<file path="config.mk">
export PLATFORM = sky130hd
export DESIGN_NAME = dtlr_step
export DESIGN_NICKNAME = d
export VERILOG_FILES = /design/src/hw/rtl/dtlr_pkg.sv /design/src/hw/rtl/dtlr_div.sv /design/src/hw/rtl/dtlr_step.sv
export SDC_FILE = /design/constraint.sdc
export NUM_CORES = 1
export LEC_CHECK = 0
export ABC_CLOCK_PERIOD_IN_PS = 12700
export BUFFER_PORTS_ARGS = -buffer_cell sky130_fd_sc_hd__clkbuf_2
export CORE_MARGIN = 5
export CORE_UTILIZATION = 65
export CTS_CLUSTER_DIAMETER = 80
export DETAILED_ROUTE_END_ITERATION = 8
export PLACE_DENSITY = 0.9
export SETUP_SLACK_MARGIN = 0.05
export SYNTH_ARGS = -nofsm -noshare
export SYNTH_HDL_FRONTEND = slang
export SYNTH_HIERARCHICAL = 1
export SYNTH_SLANG_ARGS = --single-unit
</file>
<file path="constraint.sdc">
create_clock -name aclk -period 12.7 [get_ports aclk]
set_input_delay 0.635 -clock aclk [delete_from_list [all_inputs] [get_ports aclk]]
set_output_delay 0.635 -clock aclk [all_outputs]
set_load 0.01 [all_outputs]
</file>
<file path="src/hw/rtl/dtlr_pkg.sv">
package dtlr_pkg;

    localparam int COORD_W    = 6;
    localparam int ZW         = 24;
    localparam int ZI_W       = ZW + 2;
    localparam int COLOR_W    = 16;
    localparam int KIND_W     = 2;
    localparam int CFG_W      = 7;
    localparam int CFG_ADDR_W = 3;
    localparam int APB_DATA_W = 32;

    localparam int MAX_WIDTH_DEF  = 64;
    localparam int MAX_HEIGHT_DEF = 64;
    localparam int DEPTH_BITS_DEF = 24;

    localparam logic [CFG_W-1:0] SCREEN_RESET = 7'd64;

    localparam logic REG_SCREEN_WIDTH  = 1'b0;
    localparam logic REG_SCREEN_HEIGHT = 1'b1;

    typedef enum logic [KIND_W-1:0] {
        KIND_CLEAR = 2'd0,
        KIND_POINT = 2'd1,
        KIND_LINE  = 2'd2
    } kind_t;

    typedef enum logic [2:0] {
        ST_CLEAR,
        ST_IDLE,
        ST_SETUP,
        ST_READ,
        ST_TEST
    } state_t;

    typedef struct packed {
        logic load;
        logic point;
        logic advance;
    } step_ctrl_t;

    typedef struct packed {
        logic ready;
        logic last;
    } step_stat_t;

endpackage

</file>
<file path="src/hw/rtl/dtlr_div.sv">
module dtlr_div (
    input  logic                          aclk,
    input  logic                          aresetn,
    input  logic                          start,
    input  logic [dtlr_pkg::ZW-1:0]       dividend,
    input  logic [dtlr_pkg::COORD_W-1:0]  divisor,
    output logic                          done,
    output logic [dtlr_pkg::ZW-1:0]       quotient,
    output logic [dtlr_pkg::COORD_W-1:0]  remainder
);

    localparam int ZW    = dtlr_pkg::ZW;
    localparam int CW    = dtlr_pkg::COORD_W;
    localparam int CNT_W = $clog2(ZW);

    logic [ZW-1:0]    quo_reg, quo_next;
    logic [CW-1:0]    rem_reg, rem_next;
    logic [CW-1:0]    den_reg, den_next;
    logic [CNT_W-1:0] cnt_reg, cnt_next;
    logic             busy_reg, busy_next;
    logic             done_reg, done_next;

    logic [CW:0] shifted;
    logic        fits;

    assign shifted = {rem_reg, quo_reg[ZW-1]};
    assign fits    = shifted >= {1'b0, den_reg};

    always_comb begin
        quo_next  = quo_reg;
        rem_next  = rem_reg;
        den_next  = den_reg;
        cnt_next  = cnt_reg;
        busy_next = busy_reg;
        done_next = 1'b0;
        if (start) begin
            quo_next  = dividend;
            rem_next  = '0;
            den_next  = divisor;
            cnt_next  = '0;
            busy_next = 1'b1;
        end else if (busy_reg) begin
            quo_next = {quo_reg[ZW-2:0], fits};
            rem_next = fits ? CW'(shifted - {1'b0, den_reg}) : CW'(shifted);
            cnt_next = cnt_reg + 1'b1;
            if (cnt_reg == CNT_W'(ZW - 1)) begin
                busy_next = 1'b0;
                done_next = 1'b1;
            end
        end
    end

    always_ff @(posedge aclk) begin
        if (!aresetn) begin
            busy_reg <= 1'b0;
            done_reg <= 1'b0;
        end else begin
            busy_reg <= busy_next;
            done_reg <= done_next;
        end
    end

    always_ff @(posedge aclk) begin
        quo_reg <= quo_next;
        rem_reg <= rem_next;
        den_reg <= den_next;
        cnt_reg <= cnt_next;
    end

    assign done      = done_reg;
    assign quotient  = quo_reg;
    assign remainder = rem_reg;

endmodule

</file>
<file path="src/hw/rtl/dtlr_step.sv">
module dtlr_step (
    input  logic                                 aclk,
    input  logic                                 aresetn,
    input  dtlr_pkg::step_ctrl_t                 ctrl,
    input  logic [dtlr_pkg::COORD_W-1:0]         x_start,
    input  logic [dtlr_pkg::COORD_W-1:0]         y_start,
    input  logic signed [dtlr_pkg::ZW-1:0]       z_start,
    input  logic [dtlr_pkg::COORD_W-1:0]         x_end,
    input  logic [dtlr_pkg::COORD_W-1:0]         y_end,
    input  logic signed [dtlr_pkg::ZW-1:0]       z_end,
    output dtlr_pkg::step_stat_t                 stat,
    output logic [dtlr_pkg::COORD_W-1:0]         pixel_x,
    output logic [dtlr_pkg::COORD_W-1:0]         pixel_y,
    output logic signed [dtlr_pkg::ZI_W-1:0]     pixel_z
);

    localparam int CW   = dtlr_pkg::COORD_W;
    localparam int DW   = CW + 1;
    localparam int ZW   = dtlr_pkg::ZW;
    localparam int ZI_W = dtlr_pkg::ZI_W;

    // line setup
    logic signed [DW-1:0] dx, dy;
    logic [CW-1:0]        adx, ady, adm, n_load;
    logic                 x_major;
    logic signed [ZW:0]   dz;
    logic [ZW-1:0]        adz;

    logic                 div_done;
    logic [ZW-1:0]        qaz;
    logic [CW-1:0]        raz;

    // stepping state
    logic [CW-1:0]        maj_reg, maj_next;
    logic                 maj_neg_reg, maj_neg_next;
    logic [CW-1:0]        mbase_reg, mbase_next;
    logic                 mneg_reg, mneg_next;
    logic                 xmaj_reg, xmaj_next;
    logic [CW-1:0]        n_reg, n_next;
    logic [CW-1:0]        k_reg, k_next;
    logic [CW-1:0]        qm_reg, qm_next;
    logic [CW-1:0]        rm_reg, rm_next;
    logic                 qam_reg, qam_next;
    logic [CW-1:0]        ram_reg, ram_next;
    logic signed [ZW-1:0] z1_reg, z1_next;
    logic                 zneg_reg, zneg_next;
    logic [ZW-1:0]        qz_reg, qz_next;
    logic [CW-1:0]        rz_reg, rz_next;
    logic                 ready_reg, ready_next;

    logic [DW-1:0]        rm_sum, rz_sum;
    logic                 m_carry, z_carry;
    logic [CW-1:0]        minor;
    logic signed [ZI_W-1:0] z1_ext, qz_ext;

    assign dx      = $signed({1'b0, x_end}) - $signed({1'b0, x_start});
    assign dy      = $signed({1'b0, y_end}) - $signed({1'b0, y_start});
    assign adx     = dx[DW-1] ? CW'(-dx) : CW'(dx);
    assign ady     = dy[DW-1] ? CW'(-dy) : CW'(dy);
    assign x_major = adx >= ady;
    assign n_load  = x_major ? adx : ady;
    assign adm     = x_major ? ady : adx;
    assign dz      = $signed({z_end[ZW-1], z_end}) - $signed({z_start[ZW-1], z_start});
    assign adz     = dz[ZW] ? ZW'(-dz) : ZW'(dz);

    dtlr_div u_div (
        .aclk      (aclk),
        .aresetn   (aresetn),
        .start     (ctrl.load && !ctrl.point),
        .dividend  (adz),
        .divisor   (n_load),
        .done      (div_done),
        .quotient  (qaz),
        .remainder (raz)
    );

    // remainder accumulators: each stays below n, so one compare and subtract
    assign rm_sum  = {1'b0, rm_reg} + {1'b0, ram_reg};
    assign m_carry = rm_sum >= {1'b0, n_reg};
    assign rz_sum  = {1'b0, rz_reg} + {1'b0, raz};
    assign z_carry = rz_sum >= {1'b0, n_reg};

    always_comb begin
        maj_next     = maj_reg;
        maj_neg_next = maj_neg_reg;
        mbase_next   = mbase_reg;
        mneg_next    = mneg_reg;
        xmaj_next    = xmaj_reg;
        n_next       = n_reg;
        k_next       = k_reg;
        qm_next      = qm_reg;
        rm_next      = rm_reg;
        qam_next     = qam_reg;
        ram_next     = ram_reg;
        z1_next      = z1_reg;
        zneg_next    = zneg_reg;
        qz_next      = qz_reg;
        rz_next      = rz_reg;
        priority if (ctrl.load) begin
            k_next  = '0;
            qm_next = '0;
            rm_next = '0;
            qz_next = '0;
            rz_next = '0;
            z1_next = z_start;
            if (ctrl.point) begin
                maj_next     = x_start;
                maj_neg_next = 1'b0;
                mbase_next   = y_start;
                mneg_next    = 1'b0;
                xmaj_next    = 1'b1;
                n_next       = CW'(1);
                qam_next     = 1'b0;
                ram_next     = '0;
                zneg_next    = 1'b0;
            end else begin
                maj_next     = x_major ? x_start : y_start;
                maj_neg_next = x_major ? dx[DW-1] : dy[DW-1];
                mbase_next   = x_major ? y_start : x_start;
                mneg_next    = x_major ? dy[DW-1] : dx[DW-1];
                xmaj_next    = x_major;
                n_next       = n_load;
                qam_next     = adm == n_load;
                ram_next     = (adm == n_load) ? '0 : adm;
                zneg_next    = dz[ZW];
            end
        end else if (ctrl.advance) begin
            k_next   = k_reg + 1'b1;
            maj_next = maj_neg_reg ? maj_reg - 1'b1 : maj_reg + 1'b1;
            rm_next  = m_carry ? CW'(rm_sum - {1'b0, n_reg}) : CW'(rm_sum);
            qm_next  = qm_reg + CW'(qam_reg) + CW'(m_carry);
            rz_next  = z_carry ? CW'(rz_sum - {1'b0, n_reg}) : CW'(rz_sum);
            qz_next  = qz_reg + qaz + ZW'(z_carry);
        end else begin
        end
    end

    always_comb begin
        ready_next = ready_reg;
        priority if (ctrl.load) begin
            ready_next = ctrl.point;
        end else if (div_done) begin
            ready_next = 1'b1;
        end else begin
        end
    end

    always_ff @(posedge aclk) begin
        if (!aresetn) begin
            ready_reg <= 1'b0;
        end else begin
            ready_reg <= ready_next;
        end
    end

    always_ff @(posedge aclk) begin
        maj_reg     <= maj_next;
        maj_neg_reg <= maj_neg_next;
        mbase_reg   <= mbase_next;
        mneg_reg    <= mneg_next;
        xmaj_reg    <= xmaj_next;
        n_reg       <= n_next;
        k_reg       <= k_next;
        qm_reg      <= qm_next;
        rm_reg      <= rm_next;
        qam_reg     <= qam_next;
        ram_reg     <= ram_next;
        z1_reg      <= z1_next;
        zneg_reg    <= zneg_next;
        qz_reg      <= qz_next;
        rz_reg      <= rz_next;
    end

    assign minor   = mneg_reg ? mbase_reg - qm_reg : mbase_reg + qm_reg;
    assign pixel_x = xmaj_reg ? maj_reg : minor;
    assign pixel_y = xmaj_reg ? minor : maj_reg;
    assign z1_ext  = ZI_W'(z1_reg);
    assign qz_ext  = $signed({2'b00, qz_reg});
    assign pixel_z = zneg_reg ? z1_ext - qz_ext : z1_ext + qz_ext;

    assign stat.ready = ready_reg;
    assign stat.last  = k_reg == CW'(n_reg - 1'b1);

endmodule

</file>
Word-level counts from Yosys, hierarchy flattened
Cells that the tools add are included.
{ "op_classes": {"n_lt_le_gt_ge": 4, "bitwise_logic": 2, "eq_ne": 3, "add_sub_neg": 24, "n_mux": 29, "reduce_logical": 7} }
{ "ops": {"columns": ["cell", "n"], "rows": [
  ["6-bit 2-to-1 mux", 17],
  ["24-bit 2-to-1 mux", 3],
  ["24-bit by 25-bit adder with 26-bit output", 1],
  ["26-bit 2-to-1 mux", 1],
  ["24-bit by 25-bit subtractor with 26-bit output", 1],
  ["24-bit by 24-bit subtractor with 25-bit output", 1],
  ["24-bit by 1-bit adder with 24-bit output", 1],
  ["24-bit adder", 1],
  ["24-bit negator", 1],
  ["6-bit subtractor", 4],
  ["7-bit by 6-bit greater-or-equal comparator with 1-bit output", 3],
  ["6-bit by 6-bit adder with 7-bit output", 2],
  ["6-bit by 6-bit subtractor with 7-bit output", 2],
  ["6-bit by 1-bit adder with 6-bit output", 2],
  ["6-bit by 1-bit adder with 6-bit output, second input constant", 2],
  ["6-bit equality test", 2],
  ["6-bit negator", 2],
  ["6-bit by 1-bit subtractor with 6-bit output, second input constant", 2],
  ["1-bit 2-to-1 mux", 8],
  ["6-bit adder", 1],
  ["6-bit greater-or-equal comparator", 1],
  ["2-bit nonzero test", 3],
  ["5-bit by 1-bit adder with 5-bit output, second input constant", 1],
  ["5-bit equality test, second input constant", 1],
  ["5 further kinds", 6]
]} }
{ "totals": {"word_cells": 91, "output_inout_bits": 40, "inputBits": 77, "ff_bits": 145} }

Logic depth before layout (Yosys ltp)
Gate-level depths: netlist of the first run.
{ "logic_depth": {"depth_word": 7, "mapped_depth": 23, "mapped_depth_nobuf": 23} }

By module
Netlist of the first run, hierarchy kept.
{ "by_module_without_submodules": {"columns": ["module", "cells_per_inst", "seq_area_each_um2", "n_inst", "area_each_um2"], "rows": [
  ["dtlr_step", 1324, 2572.5, 1, 11079.4],
  ["dtlr_div", 158, 1161.1, 1, 2047.0]
]} }

Worst setup path after synthesis of the first run
OpenSTA, ideal clock, no wires.
{ "synth_timing": {"path_type": "reg2reg", "startpoint": "reg u_div.rem_reg[0] (netlist: u_div/remainder[0])", "endpoint": "reg qz_reg[22]", "path_stages_with_launch": 23, "required_ns": 12.566, "n_path_buf": 0, "slack_ns": 7.654, "period_less_slack_ns": 5.046, "arrival_ns": 4.912, "setup_time_ns": 0.134, "cell_sequence": "dfxtp_1 ha_1 inv_1 fa_1 inv_1 ha_1 nor2b_1 o21ai_0 a21boi_0 o21ai_0 nand3b_1 a21oi_1 fa_1 fa_1 nor2b_1 o21ai_1 a21boi_0 o21ai_1 a211oi_1 a2111o_1 nand4_1 and3_1 or4_1"} }
{ "synth_via": {"elab_chain_len": 3} }
{ "synth_rtl": {"columns": ["element", "line_no", "rtl"], "rows": [
  ["from (decl)", "dtlr_div.sv:17", "logic [CW-1:0] rem_reg, rem_next;"],
  ["from (signal assigned)", "dtlr_div.sv:65", "rem_reg <= rem_next;"],
  ["6-bit by 6-bit adder with 7-bit output", "dtlr_step.sv:80", "assign rz_sum = {1'b0, rz_reg} + {1'b0, raz};"],
  ["7-bit by 6-bit greater-or-equal comparator with 1-bit output", "dtlr_step.sv:81", "assign z_carry = rz_sum >= {1'b0, n_reg};"],
  ["24-bit by 1-bit adder with 24-bit output", "dtlr_step.sv:133", "qz_next = qz_reg + qaz + ZW'(z_carry);"],
  ["to (signal assigned)", "dtlr_step.sv:170", "qz_reg <= qz_next;"],
  ["to (decl)", "dtlr_step.sv:47", "logic [ZW-1:0] qz_reg, qz_next;"]
]} }
No other way between the ends.
A chain may end at the register's enable or synchronous reset.

Worst setup path after layout of the first run
Same ends and word-level chain as after synthesis.

==> results of run 1 <==
kinds of logic (layout without fill, tap and decap cells):
| group | Yosys count | in the layout |
|---|---|---|
| AOI/OAI and AO/OA | 368 | 368 |
| xor gates and xnor gates | 156 | 156 |
| adders and majority gates | 152 | 152 |
| buffers and inverters | 164 | 275 |
| DFF | 145 | 145 |
| muxes | 76 | 76 |
| and+or+nand+nor | 421 | 421 |
routing by layer:
metal	vias up	track usage (%)
li1	5545	-
met1	5414	35.4
met2	478	48.2
met3	88	4.01
met4	0	10.8
met5	-	0
through the flow:
stage          hold WS, ns  setup WS (ns)
2_1_floorplan        0.440           7.65
3_3_place_gp         0.452           7.19
3_5_place_dp         0.461           6.90
4_1_cts              0.377           6.65
5_1_grt              0.386           6.24
6_report             0.380           6.53
area by class of cell:
cell class / instances / area share, %
clock buffer: 18 / 2.95
tap: 270 / 2.32
timing repair buffer: 122 / 4.32
sequential: 145 / 25.7
inverter: 121 / 3.12
clock inverter: 14 / 1.38
multi-input combinational: 1173 / 60.2
Yosys cell counts, drive strengths merged (17+ instances only):
cell type	n
nand2	69
ha	138
xnor2	106
nor2b	25
nor2	136
nor3	44
mux2	37
o21bai	17
edfxtp	83
a211oi	23
inv	121
xor2	50
clkbuf	31
nand3	29
dfxtp	62
o21a	18
o21ai	61
a21o	49
mux2i	39
a21oi	116
worst max-delay path by stage:
stage,from,end,slack [ns],cells after the start
floorplan,u_div/remainder[0]$_SDFFE_PP0P_,qz_reg[22]$_SDFFE_PP0P_,7.65,22
global placement,u_div/remainder[0]$_SDFFE_PP0P_,qz_reg[22]$_SDFFE_PP0P_,7.19,22
detailed placement,u_div/remainder[0]$_SDFFE_PP0P_,qz_reg[22]$_SDFFE_PP0P_,6.90,22
CTS,u_div/remainder[0]$_SDFFE_PP0P_,qz_reg[22]$_SDFFE_PP0P_,6.65,22
global route,u_div/remainder[0]$_SDFFE_PP0P_,qz_reg[22]$_SDFFE_PP0P_,6.24,23
finish,u_div/remainder[0]$_SDFFE_PP0P_,qz_reg[22]$_SDFFE_PP0P_,6.53,22
power breakdown:
group | total, W | internal [W] | switching [W]
combinational | 0.00205 | 0.000900 | 0.00115
clock | 0.000555 | 0.000332 | 0.000223
sequential | 0.000721 | 0.000619 | 0.000102
==> run_results.csv, run 1 <==
group,metric,value,unit
synth,synth_edf_count,83,
pwr,powerDensity,229,mW/mm2
synth,synth-adder-area-share,15.3,%
setup_path,path_class,"reg2reg",
routing,drtPass1Iterations,5,
placed_design,placed_cell_area,0.0139,mm2
global_routing,antenna_found_initial,0,
setup_path,r2r-end,"qz_reg[22]$_SDFFE_PP0P_",
timing,worst-slew-pin-transition,1.11,ns
setup_path,path_delay_family,"compound AO/OA/AOI/OAI gates",
clock_tree,clk_pin_slew_worst_paths,0.07,ns
clock_tree,postCtsSetupBuffers,0,
clock_tree,cts.path.max_buffers,2,
pwr,leakage,6.45,nW
routing,wl_met2,16.2,mm
placed_design,port-buffer-count,116,
cells_and_area,nets,1809,
cells_and_area,syn_to_final_growth,10.8,%
clock_tree,cts_tree,"done",
floorplanning,rows,52,
placed_design,gp_congestion,0.907,
timing,rsz0062_at_grt,"no",
setup_path,reg2reg_depth,22,
floorplanning,initial_core_util,65.5,%
global_routing,grt_overflow,0,
synth,avgSynthCellArea,8.86,um2
synth,synth.area.top_cells,"edfxtp_1 (19%), ha_1 (13%), dfxtp_1 (9.5%)",
clock_tree,htreeDepth,4,
timing,timing.fmax,162,MHz
clock_tree,cts_inserted_buffers,17,
cells_and_area,layoutNonFillerInstCount,1863,
clock_tree,post_cts_resized,0,
global_routing,grt_usage,27.9,%
clock_tree,cts_sinks,145,
min_path,hold_path.class,"in2reg",
routing,drc,0,
synth,yosysSeqAreaShare,28.4,%
synth,synth_simple_gate_area_share,16.3,%
floorplanning,fp.coreArea,0.0200,mm2
global_routing,grt_max_degree,60,
cells_and_area,postLayoutCoreUtil,72.6,%
cells_and_area,drive_gt1_share,13.7,%
setup_path,max_stage_delay,0.54,ns
routing,wl_met3,2.06,mm
setup_path,endpoint_kind,"register",
pwr,peakVddDrop,179,uV
synth,synth_compound_area_share,18.5,%
synth,synthArstFlopShare,0,%
cells_and_area,num_antenna_cells,0,
placed_design,dpl.cell_count,1831,
setup_path,reg2reg_slack,6.53,ns
min_path,holdPathEnd,"z1_reg[22]$_DFFE_PP_",
setup_path,worst_path_most_repeated_cell,"fa_1",
routing,vias,11500,
flow_run,drv_cap,0,
routing,highest_layer,"met4",
cells_and_area,multiInputGateArea,0.00876,mm2
synth,synthMuxAreaShare,6.18,%
clock_tree,cts-root-buf,"clkbuf_16",
timing,hold_viol_final,0,
synth,yosysWarnings,6,
floorplanning,fp.dieArea,0.0231,mm2
setup_path,crit_chain,"ha_1 -> inv_1 -> fa_1 -> inv_1 -> ha_1 -> nor2b_1 -> o21ai_0 -> a21boi_0 -> o21ai_0 -> nand3b_1 -> a21oi_1 -> fa_1 -> fa_1 -> nor2b_1 -> o21ai_1 -> a21boi_0 -> o21ai_1 -> a211oi_1 -> a2111o_1 -> nand4_1 -> and3_1 -> or4_1",
setup_path,critPathMaxFanout,10,
cells_and_area,final_common_cell,"ha_1",
global_routing,grt_pass1_wl,54.8,mm
pwr,finalPower,0.00333,W
outcome,status,"complete, no violations",
cells_and_area,final_cell_mix,"ha_1 (138), nor2_1 (135), inv_1 (121), clkbuf_2 (115), a21oi_1 (114)",
setup_path,path_buf_inv,2,
synth,netlist_instances,1482,
timing,fin_setup_tns,0,ns
routing,wl_per_cell,17.6,um
clock_tree,cts-hold-fix-buffers,0,
synth,synth_ff_type,"edfxtp_1",
min_path,hold_depth,1,
synth,synthesis.nets,1711,
setup_path,cp.arrival,6.48,ns
floorplanning,die_y,152,um
placed_design,post-dp-hpwl,24.0,mm
routing,first_iter_violations,880,
global_routing,grt_pass1_vias,11500,
floorplanning,die_w,152,um
setup_path,timing.rr.start,"u_div/remainder[0]$_SDFFE_PP0P_",
synth,synth_top_family_by_area,"compound AO/OA/AOI/OAI gates",
setup_path,cp_slowest_cell,"a211oi_1",
timing,skew,0.00748,ns
setup_path,worstPathRequired,13.01,ns
cells_and_area,n_fill_cell,1475,
min_path,min-delay-start,"z_start[22]",
synth,netlist_area,0.0131,mm2
cells_and_area,seq_area,0.00373,mm2
timing,maxSlewHeadroom,26.1,%
synth,ys_types,85,
timing,min_period,6.17,ns
synth,yosysTopAreaCell,"edfxtp_1",
floorplanning,ios,117,
synth,ys_ff_latch,145,
synth,synth_top_area_share,19.0,%
routing,vias_per_cell,6.19,
timing,period_share,48.6,%
clock_tree,insertion_delay,0.44,ns
timing,setup_viol,0,
routing,wl_met1,13.7,mm
routing,routed_wl,32.8,mm
synth,synth_xor_xnor_area_share,10.4,%
timing,slew_violations,0,
routing,drtAntennaViolNets,0,
setup_path,start_kind,"register",
cells_and_area,finalInstanceArea,0.0145,mm2
Power figures use the tool's default switching activity.
==> inputs of run 2 (changes only) <==
- ABC_AREA: not set -> 1
- ABC_CLOCK_PERIOD_IN_PS: 12700 -> 4960
- CORE_UTILIZATION: 65 -> 56
- PLACE_DENSITY: 0.9 -> 0.82
- clock period: 12.7 -> 4.96 ns (I/O delays scaled with it)
==> run_results.csv, run 2 <==
group,metric,value,unit
synth,synth_edf_count,83,
placed_design,gp_congestion,0.967,
setup_path,max_stage_delay,0.42,ns
synth,avgSynthCellArea,6.75,um2
timing,finalWorstSetupSlack,0.510,ns
setup_path,worstPathRequired,5.23,ns
setup_path,endpoint_kind,"register",
synth,synthTopCellsByCount,"nand2_1 (569), inv_1 (355), nor2_1 (164), ha_1 (138), nand3_1 (126)",
timing,rsz0062_at_grt,"no",
routing,vias,14000,
global_routing,grt_overflow,0,
clock_tree,cts_sinks,145,
clock_tree,htreeDepth,4,
timing,slew_violations,0,
pwr,powerDensity,512,mW/mm2
floorplanning,initial_core_util,56.6,%
clock_tree,cts-root-buf,"clkbuf_16",
timing,min_period,4.45,ns
pwr,power_frac_comb,61.1,%
cells_and_area,nets,2447,
cells_and_area,syn_to_final_growth,11.2,%
floorplanning,die_y,169,um
pwr,p_switching,0.00385,W
global_routing,grt_max_degree,38,
floorplanning,fp.coreArea,0.0250,mm2
routing,wl_per_cell,15.2,um
cells_and_area,num_antenna_cells,0,
timing,setup_viol,0,
placed_design,dpl.cell_count,2525,
global_routing,grt_pass1_vias,13800,
cells_and_area,finalInstanceArea,0.0158,mm2
clock_tree,insertion_delay,0.44,ns
synth,ys_types,54,
global_routing,grt_pass1_wl,64.6,mm
cells_and_area,final_cell_mix,"nand2_1 (569), inv_1 (355), nor2_1 (162), ha_1 (138), nand3_1 (126)",
pwr,switching_share,47.7,%
synth,synth_most_common_cell,"nand2_1",
synth,synthesis.nets,2329,
routing,drc,0,
synth,ys_ff_latch,145,
clock_tree,cts_tree,"done",
timing,maxSlewHeadroom,28.3,%
synth,yosysWarnings,6,
cells_and_area,final_common_cell,"nand2_1",
cells_and_area,drive_gt1_share,10.4,%
setup_path,path_class,"reg2reg",
pwr,peakVddDrop,241,uV
timing,fin_setup_tns,0,ns
global_routing,antenna_found_initial,0,
setup_path,critPathMaxFanout,5,
setup_path,cp_slowest_cell,"fa_1",
timing,timing.fmax,225,MHz
pwr,leakage,8.19,nW
routing,vias_per_cell,5.48,
pwr,power.share.clock,16.7,%
synth,synth.area.top_cells,"edfxtp_1 (18%), nand2_1 (15%), ha_1 (12%)",
setup_path,start_kind,"register",
setup_path,worst_path_most_repeated_cell,"nand2_1",
global_routing,grt_usage,27.3,%
outcome,status,"complete, no violations",
routing,first_iter_violations,1168,
clock_tree,cts.path.max_buffers,2,
routing,drtPass1Iterations,5,
placed_design,placed_cell_area,0.0151,mm2
min_path,hold_path.class,"in2reg",
clock_tree,clk_pin_slew_worst_paths,0.06,ns
synth,yosysTopAreaCell,"edfxtp_1",
cells_and_area,postLayoutCoreUtil,63.0,%
clock_tree,cts_inserted_buffers,17,
timing,skew,0.00725,ns
routing,routed_wl,38.9,mm
synth,synth_ff_type,"edfxtp_1",
placed_design,post-dp-hpwl,30.5,mm
synth,yosysSeqAreaShare,26.3,%
synth,synth_top_area_share,17.6,%
floorplanning,ios,117,
floorplanning,die_w,169,um
synth,synthArstFlopShare,0,%
flow_run,drv_cap,0,
pwr,p_int,0.00422,W
routing,drtAntennaViolNets,0,
cells_and_area,layoutNonFillerInstCount,2561,
timing,period_share,89.7,%
placed_design,pre_cts_slack,0.380,ns
pwr,seqPwrFrac,22.2,%
floorplanning,rows,58,
setup_path,cp.arrival,4.72,ns
synth,netlist_instances,2100,
timing,worst-slew-pin-transition,1.07,ns
cells_and_area,n_fill_cell,2239,
floorplanning,fp.dieArea,0.0286,mm2
timing,hold_viol_final,0,
synth,netlist_area,0.0142,mm2
placed_design,port-buffer-count,116,
==> run 2: cell count changes after synthesis, moves of 16 or more <==
cell / change
nand2_1: +500
inv_1: +234
nand3_1: +97
xnor2_1: -75
o21ai_0: +64
a21o_1: -41
mux2i_1: -39
mux2_2: -36
xor2_1: +29
nor2_1: +28
nand2_2: +26
nor2b_1: -25
nor3_1: -22
a211oi_1: -16
==> run 2: critical path, delay by kind of cell, from the launching register on <==
family	cells	cell delay, ns
flip-flops	1	0.38
adder cells (fa/ha/maj)	5	1.77
AO/OA/AOI/OAI	6	0.61
XOR/XNOR	1	0.17
AND/OR/NAND/NOR	13	1.15
buffers and inverters	3	0.22
==> run 2: power groups by stage <==
stage               registers (W)  logic [W]  clock network [W]
detailed placement        0.00181    0.00479                  0
CTS                       0.00179    0.00485            0.00135
global placement          0.00180    0.00466                  0
finish                    0.00179    0.00493            0.00134
floorplan                 0.00173    0.00358                  0
global route              0.00182    0.00554            0.00141
==> run 2: layer usage <==
layer  routed length, um  up-vias  GRT usage [%]
li1                    -     7027              -
met4                1280        0           10.7
met1               16900     6392           35.7
met2               18300      514           46.1
met5                   0        -              0
met3                2460      101           3.57
==> run 2: cell families after synthesis <==
group | after synthesis | synth area share, %
buf+inv | 395 | 10.6
compound gates | 319 | 12.6
flops | 145 | 26.3
simple gates | 979 | 29.5
xor+xnor | 110 | 6.80
fa+ha+maj | 152 | 14.2
==> run 2: layout make-up <==
cell class              instances  area, um2  area share (%)
flip-flops and latches        145       3730            23.7
repair buffers                128        678            4.30
clock inverters                11       92.6           0.587
clock buffers                  21        514            3.26
multi-input cells            1560       8960            56.8
inverters                     366       1370            8.71
well taps                     330        413            2.62
==> run 2: through the flow <==
step | total power (W) | hold WS [ns]
after floorplan | 0.00531 | 0.347
after global placement | 0.00646 | 0.444
after detailed placement | 0.00660 | 0.442
after CTS | 0.00799 | 0.00506
after global routing | 0.00877 | 0.00711
final | 0.00807 | 0.0151
==> run 2: worst paths after layout <==
check	from	end	slack, ns	depth (start not counted)
setup / recovery	u_div/remainder[0]$_SDFFE_PP0P_	qz_reg[16]$_SDFFE_PP0P_	0.51	28
hold / removal	z_start[3]	z1_reg[3]$_DFFE_PP_	0.02	1
setup reg to reg	u_div/remainder[0]$_SDFFE_PP0P_	qz_reg[16]$_SDFFE_PP0P_	0.51	28
hold reg to reg	rz_reg[0]$_SDFFE_PP0P_	rz_reg[0]$_SDFFE_PP0P_	0.47	2
==> run 2: what timing repair did <==
action | in CTS | in global routing
hold endpoints to repair | 3 | 0
setup buffers | 0 | 1
gates resized for setup | 0 | 6
hold buffers | 3 | 0
setup endpoints to repair | 0 | 4
